### config.mk
export PLATFORM = sky130hd
export DESIGN_NAME = ima_adpcm_encoder_unit
export DESIGN_NICKNAME = d
export VERILOG_FILES = /design/src/hdl/ima_enc_pkg.sv /design/src/hdl/ima_enc_quant.sv /design/src/hdl/ima_enc_pack.sv /design/src/hdl/ima_adpcm_encoder_unit.sv
export SDC_FILE = /design/constraint.sdc
export NUM_CORES = 1
export LEC_CHECK = 0
export BUFFER_PORTS_ARGS = -buffer_cell sky130_fd_sc_hd__buf_4
export CAP_MARGIN = 20
export CORE_ASPECT_RATIO = 2
export CORE_MARGIN = 2
export CORE_UTILIZATION = 30
export DETAILED_ROUTE_END_ITERATION = 8
export HOLD_SLACK_MARGIN = 0.12
export PLACE_DENSITY_LB_ADDON = 0.1
export SLEW_MARGIN = 30
export SYNTH_ARGS = -nofsm -noshare
export SYNTH_HDL_FRONTEND = slang
export SYNTH_SLANG_ARGS = --single-unit
### constraint.sdc
create_clock -name clk -period 20.5 [get_ports clk]
set_input_delay 4.1 -clock clk [delete_from_list [all_inputs] [get_ports clk]]
set_output_delay 4.1 -clock clk [all_outputs]
set_load 0.02 [all_outputs]
### src/hdl/ima_enc_pkg.sv
// Shared types, constants and tables for the IMA ADPCM encoder.
`timescale 1ns / 1ps

package ima_enc_pkg;

  localparam logic [6:0]         INDEX_MAX = 7'd88;
  localparam logic signed [17:0] PRED_MAX  = 18'sd32767;
  localparam logic signed [17:0] PRED_MIN  = -18'sd32768;

  // Control for one accepted transaction moving out of the input register.
  typedef struct packed {
    logic advance;
    logic restart;
  } stage_ctl_t;

  function automatic logic [14:0] step_size(input logic [6:0] idx);
    logic [14:0] s;
    unique case (idx)
      7'd0: s = 15'd7;       7'd1: s = 15'd8;       7'd2: s = 15'd9;
      7'd3: s = 15'd10;      7'd4: s = 15'd11;      7'd5: s = 15'd12;
      7'd6: s = 15'd13;      7'd7: s = 15'd14;      7'd8: s = 15'd16;
      7'd9: s = 15'd17;      7'd10: s = 15'd19;     7'd11: s = 15'd21;
      7'd12: s = 15'd23;     7'd13: s = 15'd25;     7'd14: s = 15'd28;
      7'd15: s = 15'd31;     7'd16: s = 15'd34;     7'd17: s = 15'd37;
      7'd18: s = 15'd41;     7'd19: s = 15'd45;     7'd20: s = 15'd50;
      7'd21: s = 15'd55;     7'd22: s = 15'd60;     7'd23: s = 15'd66;
      7'd24: s = 15'd73;     7'd25: s = 15'd80;     7'd26: s = 15'd88;
      7'd27: s = 15'd97;     7'd28: s = 15'd107;    7'd29: s = 15'd118;
      7'd30: s = 15'd130;    7'd31: s = 15'd143;    7'd32: s = 15'd157;
      7'd33: s = 15'd173;    7'd34: s = 15'd190;    7'd35: s = 15'd209;
      7'd36: s = 15'd230;    7'd37: s = 15'd253;    7'd38: s = 15'd279;
      7'd39: s = 15'd307;    7'd40: s = 15'd337;    7'd41: s = 15'd371;
      7'd42: s = 15'd408;    7'd43: s = 15'd449;    7'd44: s = 15'd494;
      7'd45: s = 15'd544;    7'd46: s = 15'd598;    7'd47: s = 15'd658;
      7'd48: s = 15'd724;    7'd49: s = 15'd796;    7'd50: s = 15'd876;
      7'd51: s = 15'd963;    7'd52: s = 15'd1060;   7'd53: s = 15'd1166;
      7'd54: s = 15'd1282;   7'd55: s = 15'd1411;   7'd56: s = 15'd1552;
      7'd57: s = 15'd1707;   7'd58: s = 15'd1878;   7'd59: s = 15'd2066;
      7'd60: s = 15'd2272;   7'd61: s = 15'd2499;   7'd62: s = 15'd2749;
      7'd63: s = 15'd3024;   7'd64: s = 15'd3327;   7'd65: s = 15'd3660;
      7'd66: s = 15'd4026;   7'd67: s = 15'd4428;   7'd68: s = 15'd4871;
      7'd69: s = 15'd5358;   7'd70: s = 15'd5894;   7'd71: s = 15'd6484;
      7'd72: s = 15'd7132;   7'd73: s = 15'd7845;   7'd74: s = 15'd8630;
      7'd75: s = 15'd9493;   7'd76: s = 15'd10442;  7'd77: s = 15'd11487;
      7'd78: s = 15'd12635;  7'd79: s = 15'd13899;  7'd80: s = 15'd15289;
      7'd81: s = 15'd16818;  7'd82: s = 15'd18500;  7'd83: s = 15'd20350;
      7'd84: s = 15'd22385;  7'd85: s = 15'd24623;  7'd86: s = 15'd27086;
      7'd87: s = 15'd29794;
      default: s = 15'd32767;
    endcase
    return s;
  endfunction

  // Index change from the magnitude bits of a code.
  function automatic logic signed [7:0] index_adjust(input logic [2:0] mag);
    logic signed [7:0] a;
    unique case (mag)
      3'd4: a = 8'sd2;
      3'd5: a = 8'sd4;
      3'd6: a = 8'sd6;
      3'd7: a = 8'sd8;
      default: a = -8'sd1;
    endcase
    return a;
  endfunction

endpackage

### src/hdl/ima_enc_quant.sv
// Predictor and step index state plus the 4-bit quantizer.
`timescale 1ns / 1ps

module ima_enc_quant (
  input  logic                     clk,
  input  logic                     rst,
  input  ima_enc_pkg::stage_ctl_t  ctl,
  input  logic signed [15:0]       sample,
  output logic [3:0]               code
);
  import ima_enc_pkg::*;

  logic signed [15:0] predictor, predictor_next, pred_cur;
  logic [6:0]         step_index, step_index_next, idx_cur;
  logic [14:0]        step;
  logic [16:0]        diff, mag, rem1, rem2, delta;
  logic [16:0]        st0, st1, st2;
  logic               neg, b2, b1, b0;
  logic signed [17:0] pred_wide;
  logic signed [7:0]  nidx;

  always_comb begin
    // restart clears the state before this sample is coded
    pred_cur = ctl.restart ? 16'sd0 : predictor;
    idx_cur  = ctl.restart ? 7'd0 :
               ((step_index > INDEX_MAX) ? INDEX_MAX : step_index);
    step = step_size(idx_cur);
    st0  = {2'b00, step};
    st1  = {3'b000, step[14:1]};
    st2  = {4'b0000, step[14:2]};

    diff = {sample[15], sample} - {pred_cur[15], pred_cur};
    neg  = diff[16];
    mag  = neg ? (17'd0 - diff) : diff;

    delta = {5'b00000, step[14:3]};
    b2    = (mag >= st0);
    rem1  = b2 ? (mag - st0) : mag;
    delta = b2 ? (delta + st0) : delta;
    b1    = (rem1 >= st1);
    rem2  = b1 ? (rem1 - st1) : rem1;
    delta = b1 ? (delta + st1) : delta;
    b0    = (rem2 >= st2);
    delta = b0 ? (delta + st2) : delta;

    code = {neg, b2, b1, b0};

    pred_wide = neg ? ({{2{pred_cur[15]}}, pred_cur} - $signed({1'b0, delta}))
                    : ({{2{pred_cur[15]}}, pred_cur} + $signed({1'b0, delta}));
    if (pred_wide > PRED_MAX) begin
      predictor_next = PRED_MAX[15:0];
    end else if (pred_wide < PRED_MIN) begin
      predictor_next = PRED_MIN[15:0];
    end else begin
      predictor_next = pred_wide[15:0];
    end

    nidx = $signed({1'b0, idx_cur}) + index_adjust(code[2:0]);
    if (nidx < 8'sd0) begin
      step_index_next = 7'd0;
    end else if (nidx > $signed({1'b0, INDEX_MAX})) begin
      step_index_next = INDEX_MAX;
    end else begin
      step_index_next = nidx[6:0];
    end
  end

  always_ff @(posedge clk) begin
    if (rst) begin
      predictor  <= '0;
      step_index <= '0;
    end else if (ctl.advance) begin
      predictor  <= predictor_next;
      step_index <= step_index_next;
    end
  end

endmodule

### src/hdl/ima_enc_pack.sv
// Nibble packing and the output register.
`timescale 1ns / 1ps

module ima_enc_pack (
  input  logic       clk,
  input  logic       rst,
  input  logic       stage_valid,
  input  logic       restart,
  input  logic [3:0] code,
  input  logic       out_stall,
  output logic       advance,
  output logic       out_valid,
  output logic [7:0] packed_byte
);
  import ima_enc_pkg::*;

  logic       nibble_phase;
  logic [3:0] held_nibble;
  logic       emit;

  // a restart drops any held code, so this sample always goes low
  assign emit    = nibble_phase & ~restart;
  assign advance = stage_valid & (~emit | ~out_valid | ~out_stall);

  always_ff @(posedge clk) begin
    if (rst) begin
      nibble_phase <= 1'b0;
      held_nibble  <= '0;
      out_valid    <= 1'b0;
    end else begin
      // hold a stalled byte, load a new one when the pair completes
      out_valid <= (out_valid & out_stall) | (advance & emit);
      if (advance) begin
        nibble_phase <= ~emit;
        held_nibble  <= emit ? 4'd0 : code;
      end
    end
  end

  always_ff @(posedge clk) begin
    if (advance && emit) begin
      packed_byte <= {code, held_nibble};
    end
  end

endmodule

### src/hdl/ima_adpcm_encoder_unit.sv
// IMA ADPCM encoder top level: input register, quantizer, packer.
//
//   channel | signals                          | transaction when
//   --------+----------------------------------+------------------------
//   input   | in_valid, in_stall, sample,      | in_valid && !in_stall
//           | restart                          |
//   output  | out_valid, out_stall,            | out_valid && !out_stall
//           | packed_byte                      |
//
// One sample per cycle unless a stalled byte holds up a pair's second sample.
// The quantizer and next-state logic are combinational off the input register.
// rst is synchronous and clears predictor, step index, phase and valids.
// A stalled output holds the byte; low-nibble samples keep flowing past it.
`timescale 1ns / 1ps

module ima_adpcm_encoder_unit (
  input  logic               clk,
  input  logic               rst,
  input  logic               in_valid,
  output logic               in_stall,
  input  logic signed [15:0] sample,
  input  logic               restart,
  output logic               out_valid,
  input  logic               out_stall,
  output logic [7:0]         packed_byte
);
  import ima_enc_pkg::*;

  logic               s1_valid;
  logic signed [15:0] s1_sample;
  logic               s1_restart;
  logic               advance;
  logic [3:0]         code;
  stage_ctl_t         ctl;

  assign in_stall    = s1_valid & ~advance;
  assign ctl.advance = advance;
  assign ctl.restart = s1_restart;

  always_ff @(posedge clk) begin
    if (rst) begin
      s1_valid <= 1'b0;
    end else if (!in_stall) begin
      s1_valid <= in_valid;
    end
  end

  always_ff @(posedge clk) begin
    if (in_valid && !in_stall) begin
      s1_sample  <= sample;
      s1_restart <= restart;
    end
  end

  ima_enc_quant u_quant (
    .clk    (clk),
    .rst    (rst),
    .ctl    (ctl),
    .sample (s1_sample),
    .code   (code)
  );

  ima_enc_pack u_pack (
    .clk         (clk),
    .rst         (rst),
    .stage_valid (s1_valid),
    .restart     (s1_restart),
    .code        (code),
    .out_stall   (out_stall),
    .advance     (advance),
    .out_valid   (out_valid),
    .packed_byte (packed_byte)
  );

`ifndef NO_ASSERTIONS
  a_stall_needs_item: assert property (@(posedge clk) disable iff (rst)
    in_stall |-> s1_valid)
    else $error("input stalled with empty input register");

  a_stage_holds: assert property (@(posedge clk) disable iff (rst)
    (s1_valid && in_stall) |=> (s1_valid && $stable(s1_sample) && $stable(s1_restart)))
    else $error("input register changed while stalled");

  a_drain: assert property (@(posedge clk) disable iff (rst)
    (out_valid && !out_stall && !s1_valid) |=> !out_valid)
    else $error("output byte appeared without a sample");

  a_advance_valid: assert property (@(posedge clk) disable iff (rst)
    advance |-> s1_valid)
    else $error("state advanced without a sample");
`endif

endmodule
==> impl_results.md, run 1 <==
- Die W: ~140 um
- Critical path's most frequent cell: o21ai_0
- Vias: about 12000
- Top cell type's share of synthesized area: around 14%
- Multi-input logic area: a little under 10000 um2
- Core area: about 38000 um2
- Row count: between 100 and 150
- DR top layer: met4
- Status: completed
- Netlist cell types: 99
- Avg Vias per Cell: ~5.6
- CP Capture Type: flip-flop
- CTS max path bufs: 2
- DRC: 0
- Data required, critical path: a little over 20 ns
- CP Launch Point: s1_restart
- Number of global-route vias before repair: approximately 12000
- First-pass iteration count of the detailed router: 5
- All-Layer GR Usage: roughly 22%
- Antenna violations before repair: 0
- Hold/Removal Path Class: reg2reg
- Sequential cell area fraction in the yosys report: a little under an eighth
- Met1 Wirelength: around 19000 um
- Largest cells by area after synthesis: ha_1, edfxtp_1, xnor2_1
- Height of the die: about 280 um
- H-tree levels: 2
- CTS tree: done
- Utilization after layout: between 30% and 40%
- Ys async rst share: 0%
- Sink Count: 55
- Final setup viols: 0
- Post-synth top area cell: ha_1
- TritonCTS Buffers: 5
- CP max-delay cell: edfxtp_1
- WL final: approximately 45000 um
- Max incr delay on CP: between 0.6 and 0.7 ns
- Avg Inst Size Synth: between 7 and 8 um2
- Clock skew: between 0.01 and 0.015 ns
- Final Hold Fails: 0
- Routed len/inst: around 21 um
- Count leader, synth: nor2_1
- Area Overhead vs Synth: 7.79%
- Setup_tns: 0 ns
- Pre-CTS setup slack: between 1 and 1.5 ns
- Hold slack: 0.462 ns
- Final Cycle Share: between 90% and 100%
- Most instantiated cells after synthesis: nor2_1, nand2_1, ha_1, a21oi_1, o21ai_0
- Syn nets: about 1800
- Ys Warns: 0
- Synthesized flop and latch total: 55
- Gate Count Post-Synth: around 1600
- FF-to-FF setup slack: 1.51 ns
- Worst setup path endpoint: u_quant.predictor[1]
- Placer Congestion: between 0.9 and 1
- DIE AREA: 40400 um2
- Primary FF master, synth: dfxtp_1
- PortBufs: 30
- Netlist Area Pre-Place: ~12000 um2
- RSZ-0062 raised after global routing: false
- Worst-margin pin slew: 1.04 ns
- Final WS setup: approximately 1.5 ns
- Crit path launch type: flip-flop
- WL met3: approximately 1800 um
- Clock root buffer: clkbuf_16
- Setup Crit Path Kind: reg2reg
- Clk_lat worst skew: a little over 0.3 ns
- Nets: around 1700
- Final critical-path required period: around 19 ns
- Overflow left after global routing: 0
- Critical R2R Capture: u_quant.predictor[1]
- Rel. slew slack: between 20% and 30%
- R2R depth: 69
- FF-to-FF Start: s1_restart
- First-pass GRT wire length: ~70000 um
- Fmax: between 50 and 60 MHz
- Final ANT Viol Nets: 0
- CP Data Arrival Time: around 19 ns
- Met2 WL: about 22000 um
- HPWL after detailed placement: ~36000 um
- I/O pin count: 31
- EDFF count, synth: 25
- Clock transition at the registers of the reported paths: 0.08 ns
- Pin count of the biggest net entering global routing: 51
- CP max FO: 50
- N_diodes: 0
- 1st-iter DRT viols: between 800 and 900
- Starting Density: 30.2%
- FF/Latch Area: 1350 um2
- Max Cap Viol: 0
- Final Max Tran Viols: 0
- FILL cells: 4109
- Layout cell share with drive strength beyond 1: under 10%
## per-layer routing
metal / global-route usage (%) / vias up
met5: 0 / -
met3: 1.63 / 99
met4: 9.65 / 0
met1: 27.4 / 5578
li1: - / 5837
met2: 38.8 / 357
## flip-flops by register name (all words and copies together) (netlist names)
name                 cells
u_pack.nibble_phase      1
s1_restart               1
s1_sample               16
u_pack.out_valid         1
u_quant.predictor       16
u_pack.packed_byte       8
s1_valid                 1
u_quant.step_index       7
u_pack.held_nibble       4
## worst max-delay path: cells and delay by family, from the launching register on
kind / cells / cell delay, ns
AO/OA/AOI/OAI: 37 / 9.07
XOR/XNOR: 1 / 0.33
adder cells (fa/ha/maj): 6 / 1.88
buffers and inverters: 7 / 1.90
flip-flops: 1 / 0.62
multiplexers: 2 / 0.84
AND/OR/NAND/NOR: 16 / 4.17
## layout make-up
cell class                 instances  area share, %
clock buffer                       5           1.00
clock inverter                     3          0.170
inverter                          98           2.97
multi-input combinational       1375           76.7
sequential                        55           10.8
tap                              520           5.20
timing repair buffer              52           3.12
## repair_timing
action | CTS | global route
endpoints found under the setup margin | 0 | 14
setup buffers | 0 | 0
resized for setup | 0 | 2
hold buffers | 0 | 0
## metrics by stage
stage          cell area (um2)  instances
5_1_grt                  12500       2108
4_1_cts                  12500       2108
2_1_floorplan            11600       1597
6_report                 12500       2108
3_5_place_dp             12400       2100
3_3_place_gp             12300       2100
## layout by cell type, fill, tap and decap left out, types with 23 or more instances in the layout
| cell | n |
|---|---|
| ha_1 | 133 |
| nand2_1 | 149 |
| mux2i_1 | 24 |
| edfxtp_1 | 25 |
| nand3_1 | 40 |
| a21oi_1 | 121 |
| nor2_1 | 181 |
| buf_4 | 52 |
| nor3_1 | 33 |
| o21ai_0 | 98 |
| a211oi_1 | 26 |
| xor2_1 | 32 |
| dfxtp_1 | 30 |
| xnor2_1 | 79 |
| inv_1 | 95 |
| nand2b_1 | 23 |
| a21o_1 | 41 |
## worst min path at each step
stage / startpoint / end / depth (start not counted)
CTS: u_pack.held_nibble[1] / u_pack.packed_byte[1] / 0
detailed placement: u_pack.held_nibble[1] / u_pack.packed_byte[1] / 0
global placement: u_pack.held_nibble[1] / u_pack.packed_byte[1] / 0
floorplan: u_pack.held_nibble[0] / u_pack.packed_byte[0] / 0
finish: u_pack.held_nibble[1] / u_pack.packed_byte[1] / 0
global route: u_pack.held_nibble[1] / u_pack.packed_byte[1] / 0
## cell families after synthesis
logic type                 count (synthesis)  synth area share [%]
and+or+nand+nor                          556                  23.0
muxes                                     50                  4.85
DFF                                       55                  11.6
buffers and inverters                    167                  5.76
xor gates and xnor gates                 111                  8.38
AOI/OAI and AO/OA                        517                  30.7
adders and majority gates                141                  15.7
Power of run 1 is not shown: default switching activity piles up to over one toggle a cycle in this logic, so the estimate is an artifact.
==> run 2, diff against run 1 <==
--- a/config.mk
+++ b/config.mk
@@ -13,6 +13,7 @@
 export DETAILED_ROUTE_END_ITERATION = 8
 export HOLD_SLACK_MARGIN = 0.12
 export PLACE_DENSITY_LB_ADDON = 0.1
+export RECOVER_POWER = 25
 export SLEW_MARGIN = 30
 export SYNTH_ARGS = -nofsm -noshare
 export SYNTH_HDL_FRONTEND = slang
==> run 2 against run 1 <==
Effect of this change: routed wire length barely moved; hold slack improved by 0.0038 ns; largest cell class unchanged; cell count did not move; critical endpoint unchanged; clock-buffer cell count did not move.
==> impl_results.md, run 2 (synthesis gave the netlist of run 1 again) <==
- Core area: ~38000 um2
- Routed len/inst: approximately 21 um
- Worst-margin pin slew: 1.40 ns
- I/O pin count: 31
- Area Overhead vs Synth: 7.76%
- Avg Vias per Cell: 5.64
- Final Cycle Share: 92.6%
- CTS tree: done
- Status: completed
- TritonCTS Buffers: 5
- Max Cap Viol: 0
- Layout cell share with drive strength beyond 1: a little under 9%
- Final Hold Fails: 0
- Number of global-route vias before repair: about 12000
- Die W: approximately 140 um
- Overflow left after global routing: 0
- Final setup viols: 0
- Placer Congestion: between 0.9 and 1
- Clock root buffer: clkbuf_16
- Clock transition at the registers of the reported paths: around 0.080 ns
- Most common cell after layout, fill and taps aside: nor2_1
- FILL cells: 4109
- CP max FO: 50
- Nets: 1749
- CP Launch Point: s1_restart
- Final critical-path required period: 18.99 ns
- DRC: 0
- Clock skew: between 0.01 and 0.015 ns
- CTS max path bufs: 2
- H-tree levels: 2
- N_diodes: 0
- Starting Density: 30.2%
- CP max-delay cell: edfxtp_1
- Clk_lat worst skew: 0.31 ns
- First-pass GRT wire length: approximately 70000 um
- WL final: about 45000 um
- FF-to-FF Start: s1_restart
- Vias: 11900
- Final Max Tran Viols: 0
- Min-Delay Startpoint: u_pack.held_nibble[1]
- First-pass iteration count of the detailed router: 7
- Critical path's most frequent cell: o21ai_0
- Setup Crit Path Kind: reg2reg
- Commonest non-fill, non-tap cells in the layout: nor2_1, nand2_1, ha_1
- Rel. slew slack: just under 7%
- PortBufs: 30
- Data required, critical path: slightly above 20 ns
- Setup_tns: 0 ns
- Antenna violations before repair: 0
- Sink Count: 55
- CP Data Arrival Time: between 15 and 20 ns
- Final ANT Viol Nets: 0
- Hold/Removal Path Class: reg2reg
- All-Layer GR Usage: about 22%
- DIE AREA: between 40000 and 50000 um2
- Pin count of the biggest net entering global routing: ~50
- 1st-iter DRT viols: 880
- Crit path launch type: flip-flop
- Max incr delay on CP: approximately 0.6 ns
- Top Registers: s1_sample (16), u_quant.predictor (16), u_pack.packed_byte (8)
- RSZ-0062 raised after global routing: false
- CP Capture Type: flip-flop
- Row count: between 100 and 150
- Fmax: around 53 MHz
- Height of the die: approximately 280 um
- HPWL after detailed placement: about 36000 um
run 2: cell type report:
cell class / count / area, um2 / share of cell area (%)
multi-input combinational: 1375 / 9600 / 76.8
sequential: 55 / 1350 / 10.8
tap: 520 / 651 / 5.20
timing repair buffer: 52 / 387 / 3.09
inverter: 98 / 372 / 2.97
clock buffer: 5 / 125 / 1.00
clock inverter: 3 / 21.3 / 0.170
run 2: worst paths after layout:
kind,end,slack [ns],cells past startpoint
setup / recovery,u_quant.predictor[1],1.51,71
hold / removal,u_pack.packed_byte[1],0.47,0
setup reg to reg,u_quant.predictor[1],1.51,71
hold reg to reg,u_pack.packed_byte[1],0.47,0
run 2: what timing repair did:
action	in CTS	in global routing
setup buffers	0	0
endpoints found under the setup margin	0	14
gates resized for setup	0	2
hold buffers	0	0
run 2: stage by stage:
stage	area (um2)	setup WS, ns	instances	utilization, %	hold slack (ns)
4_1_cts	12500	1.23	2108	32.6	0.466
3_3_place_gp	12300	1.82	2100	32.1	0.423
6_report	12500	1.51	2108	32.6	0.466
5_1_grt	12500	0.0149	2108	32.6	0.469
3_5_place_dp	12400	1.36	2100	32.2	0.448
2_1_floorplan	11600	4.16	1597	-	0.409
run 2: per-layer routing:
metal / GRT usage (%) / wire length, um
met4: 9.65 / 2260
met2: 38.8 / 21800
met1: 27.4 / 18700
met5: 0 / 0
met3: 1.63 / 1850
run 2: critical path, delay by kind of cell (launching register included):
kind,cells,cell delay (ns)
flops,1,0.61
mux,2,0.83
compound gates,38,8.84
xor+xnor,2,0.57
buf+inv,7,1.88
fa+ha+maj,6,1.88
simple gates,16,4.18
Power of run 2 is left out for the same reason.
==> run 3, diff against run 2 <==
--- a/config.mk
+++ b/config.mk
@@ -12,7 +12,7 @@
 export CORE_UTILIZATION = 30
 export DETAILED_ROUTE_END_ITERATION = 8
 export HOLD_SLACK_MARGIN = 0.12
-export PLACE_DENSITY_LB_ADDON = 0.1
+export PLACE_DENSITY = 0.44
 export RECOVER_POWER = 25
 export SLEW_MARGIN = 30
 export SYNTH_ARGS = -nofsm -noshare
==> run 3 against run 2 <==
Effect of this change: the run now ends with capacitance limit, slew limit left; critical endpoint unchanged; via count fell by 0.26%; first-iteration DRC count up 4.8%; global-route usage decreased by 0.98 points; cell count barely moved.
==> impl_results.md, run 3 (synthesis gave the netlist of run 1 again) <==
- Status: finished, violations left
- Failing checks: capacitance limit, slew limit
- First-pass GRT wire length: roughly 66000 um
- Placer Congestion: just over 0.9
- Number of global-route vias before repair: between 10000 and 15000
- FF-to-FF Start: s1_restart
- Utilization after layout: approximately a third
- Setup Crit Path Kind: reg2reg
- Worst setup path endpoint: u_quant.predictor[1]
- Top Registers: s1_sample (16), u_quant.predictor (16), u_pack.packed_byte (8)
- I/O pin count: 31
- Max Cap Viol: 1
- FF-to-FF setup slack: 1.59 ns
- Fmax: between 50 and 60 MHz
- Setup_tns: 0 ns
- CTS tree: done
- Clock root buffer: clkbuf_16
- Final Max Tran Viols: 33
- HPWL after detailed placement: between 30000 and 40000 um
- Final Cycle Share: around 90%
- CP Capture Type: flip-flop
- Final ANT Viol Nets: 0
- R2R depth: 71
- CTS max path bufs: 2
- DIE AREA: 40400 um2
- Core area: between 30000 and 40000 um2
- Row count: around 100
- TritonCTS Buffers: 5
- Data required, critical path: about 21 ns
- Height of the die: ~280 um
- CP max FO: between 50 and 60
- Commonest non-fill, non-tap cells in the layout: nor2_1, nand2_1, ha_1
- Routed len/inst: slightly above 20 um
- Clk_lat worst skew: around 0.31 ns
- Hold/Removal Path Class: reg2reg
- WL met3: approximately 1500 um
- Rel. slew slack: -1.65%
- PortBufs: 30
- Nets: between 1500 and 2000
- Worst-margin pin slew: about 1.5 ns
- Antenna violations before repair: 1
- FILL cells: about 4200
- Vias: 11900
- Die W: 143 um
- H-tree levels: 2
- Overflow left after global routing: 0
- Met1 Wirelength: 19200 um
- CP max-delay cell: edfxtp_1
- Clock transition at the registers of the reported paths: about 0.080 ns
- FF/Latch Area: 1350 um2
- Sink Count: 55
- Starting Density: 30.2%
- Area Overhead vs Synth: 7.84%
- Max incr delay on CP: ~0.61 ns
- Layout cell share with drive strength beyond 1: under 10%
- RSZ-0062 raised after global routing: false
- Multi-input logic area: between 9000 and 10000 um2
- DRC: 0
- All-Layer GR Usage: a little over a fifth
- Final setup viols: 0
- Crit path launch type: flip-flop
- CP Data Arrival Time: around 19 ns
- WL final: 43000 um
- First-pass iteration count of the detailed router: 5
- Critical R2R Capture: u_quant.predictor[1]
- Avg Vias per Cell: about 5.6
- Most common cell after layout, fill and taps aside: nor2_1
- Critical path's most frequent cell: o21ai_0
- Clock skew: approximately 0.0074 ns
- Final critical-path required period: about 19 ns
- Met2 WL: around 21000 um
- CP Launch Point: s1_restart
- Final Hold Fails: 0
- Hold buffer count at CTS: 0
- 1st-iter DRT viols: 922
- DR top layer: met4
- Pin count of the biggest net entering global routing: 52
==> run 3: changes by cell type in the layout (fill, tap and decap cells not counted), sizes merged <==
cell	before	now
clkinvlp	1	2
inv	98	97
diode	0	1
clkinv	2	3
==> run 3: through the flow <==
| stage | hold slack (ns) | cell area (um2) | instances | worst slack [ns] |
|---|---|---|---|---|
| 2_1_floorplan | 0.409 | 11600 | 1597 | 4.16 |
| 3_3_place_gp | 0.428 | 12300 | 2100 | 1.58 |
| 3_5_place_dp | 0.418 | 12400 | 2100 | 1.29 |
| 4_1_cts | 0.436 | 12500 | 2108 | 1.23 |
| 5_1_grt | 0.455 | 12500 | 2109 | 0.0828 |
| 6_report | 0.437 | 12500 | 2110 | 1.59 |
==> run 3: worst min path at each step <==
stage	endpoint	cells past startpoint	start	slack, ns
after floorplan	u_pack.packed_byte[0]	0	u_pack.held_nibble[0]	0.41
after global placement	u_pack.packed_byte[1]	0	u_pack.held_nibble[1]	0.43
after detailed placement	u_pack.packed_byte[3]	0	u_pack.held_nibble[3]	0.42
after CTS	u_pack.packed_byte[3]	0	u_pack.held_nibble[3]	0.44
after global routing	u_pack.packed_byte[3]	0	u_pack.held_nibble[3]	0.46
final	u_pack.packed_byte[1]	0	u_pack.held_nibble[1]	0.44
==> run 3: final cells by class <==
type	count	share of cell area, %
Multi-Input combinational cell	1375	76.7
Sequential cell	55	10.8
Tap cell	520	5.20
Timing Repair Buffer	52	3.03
Inverter	98	2.97
Clock buffer	5	1.00
Clock inverter	3	0.250
Timing Repair inverter	1	0.0400
Antenna cell	1	0.0200
==> run 3: timing repair <==
action / 4_1_cts / 5_1_grt
setup endpoints to repair: 0 / 14
hold endpoints to repair: 0 / 0
gates resized for setup: 0 / 2
setup buffers: 0 / 0
==> run 3: critical path, delay by kind of cell (launching register included) <==
| kind | cells | cell delay [ns] |
|---|---|---|
| muxes | 2 | 0.86 |
| and+or+nand+nor | 16 | 4.21 |
| DFF | 1 | 0.61 |
| buffers and inverters | 7 | 1.69 |
| AOI/OAI and AO/OA | 38 | 8.99 |
| xor gates and xnor gates | 2 | 0.49 |
| adders and majority gates | 6 | 1.92 |
==> run 3: layer usage <==
| metal | GRT usage (%) | vias to the layer above |
|---|---|---|
| li1 | - | 5852 |
| met5 | 0 | - |
| met2 | 37.2 | 327 |
| met4 | 5.59 | 0 |
| met1 | 27.9 | 5627 |
| met3 | 1.08 | 53 |
Power of run 3 is left out for the same reason.
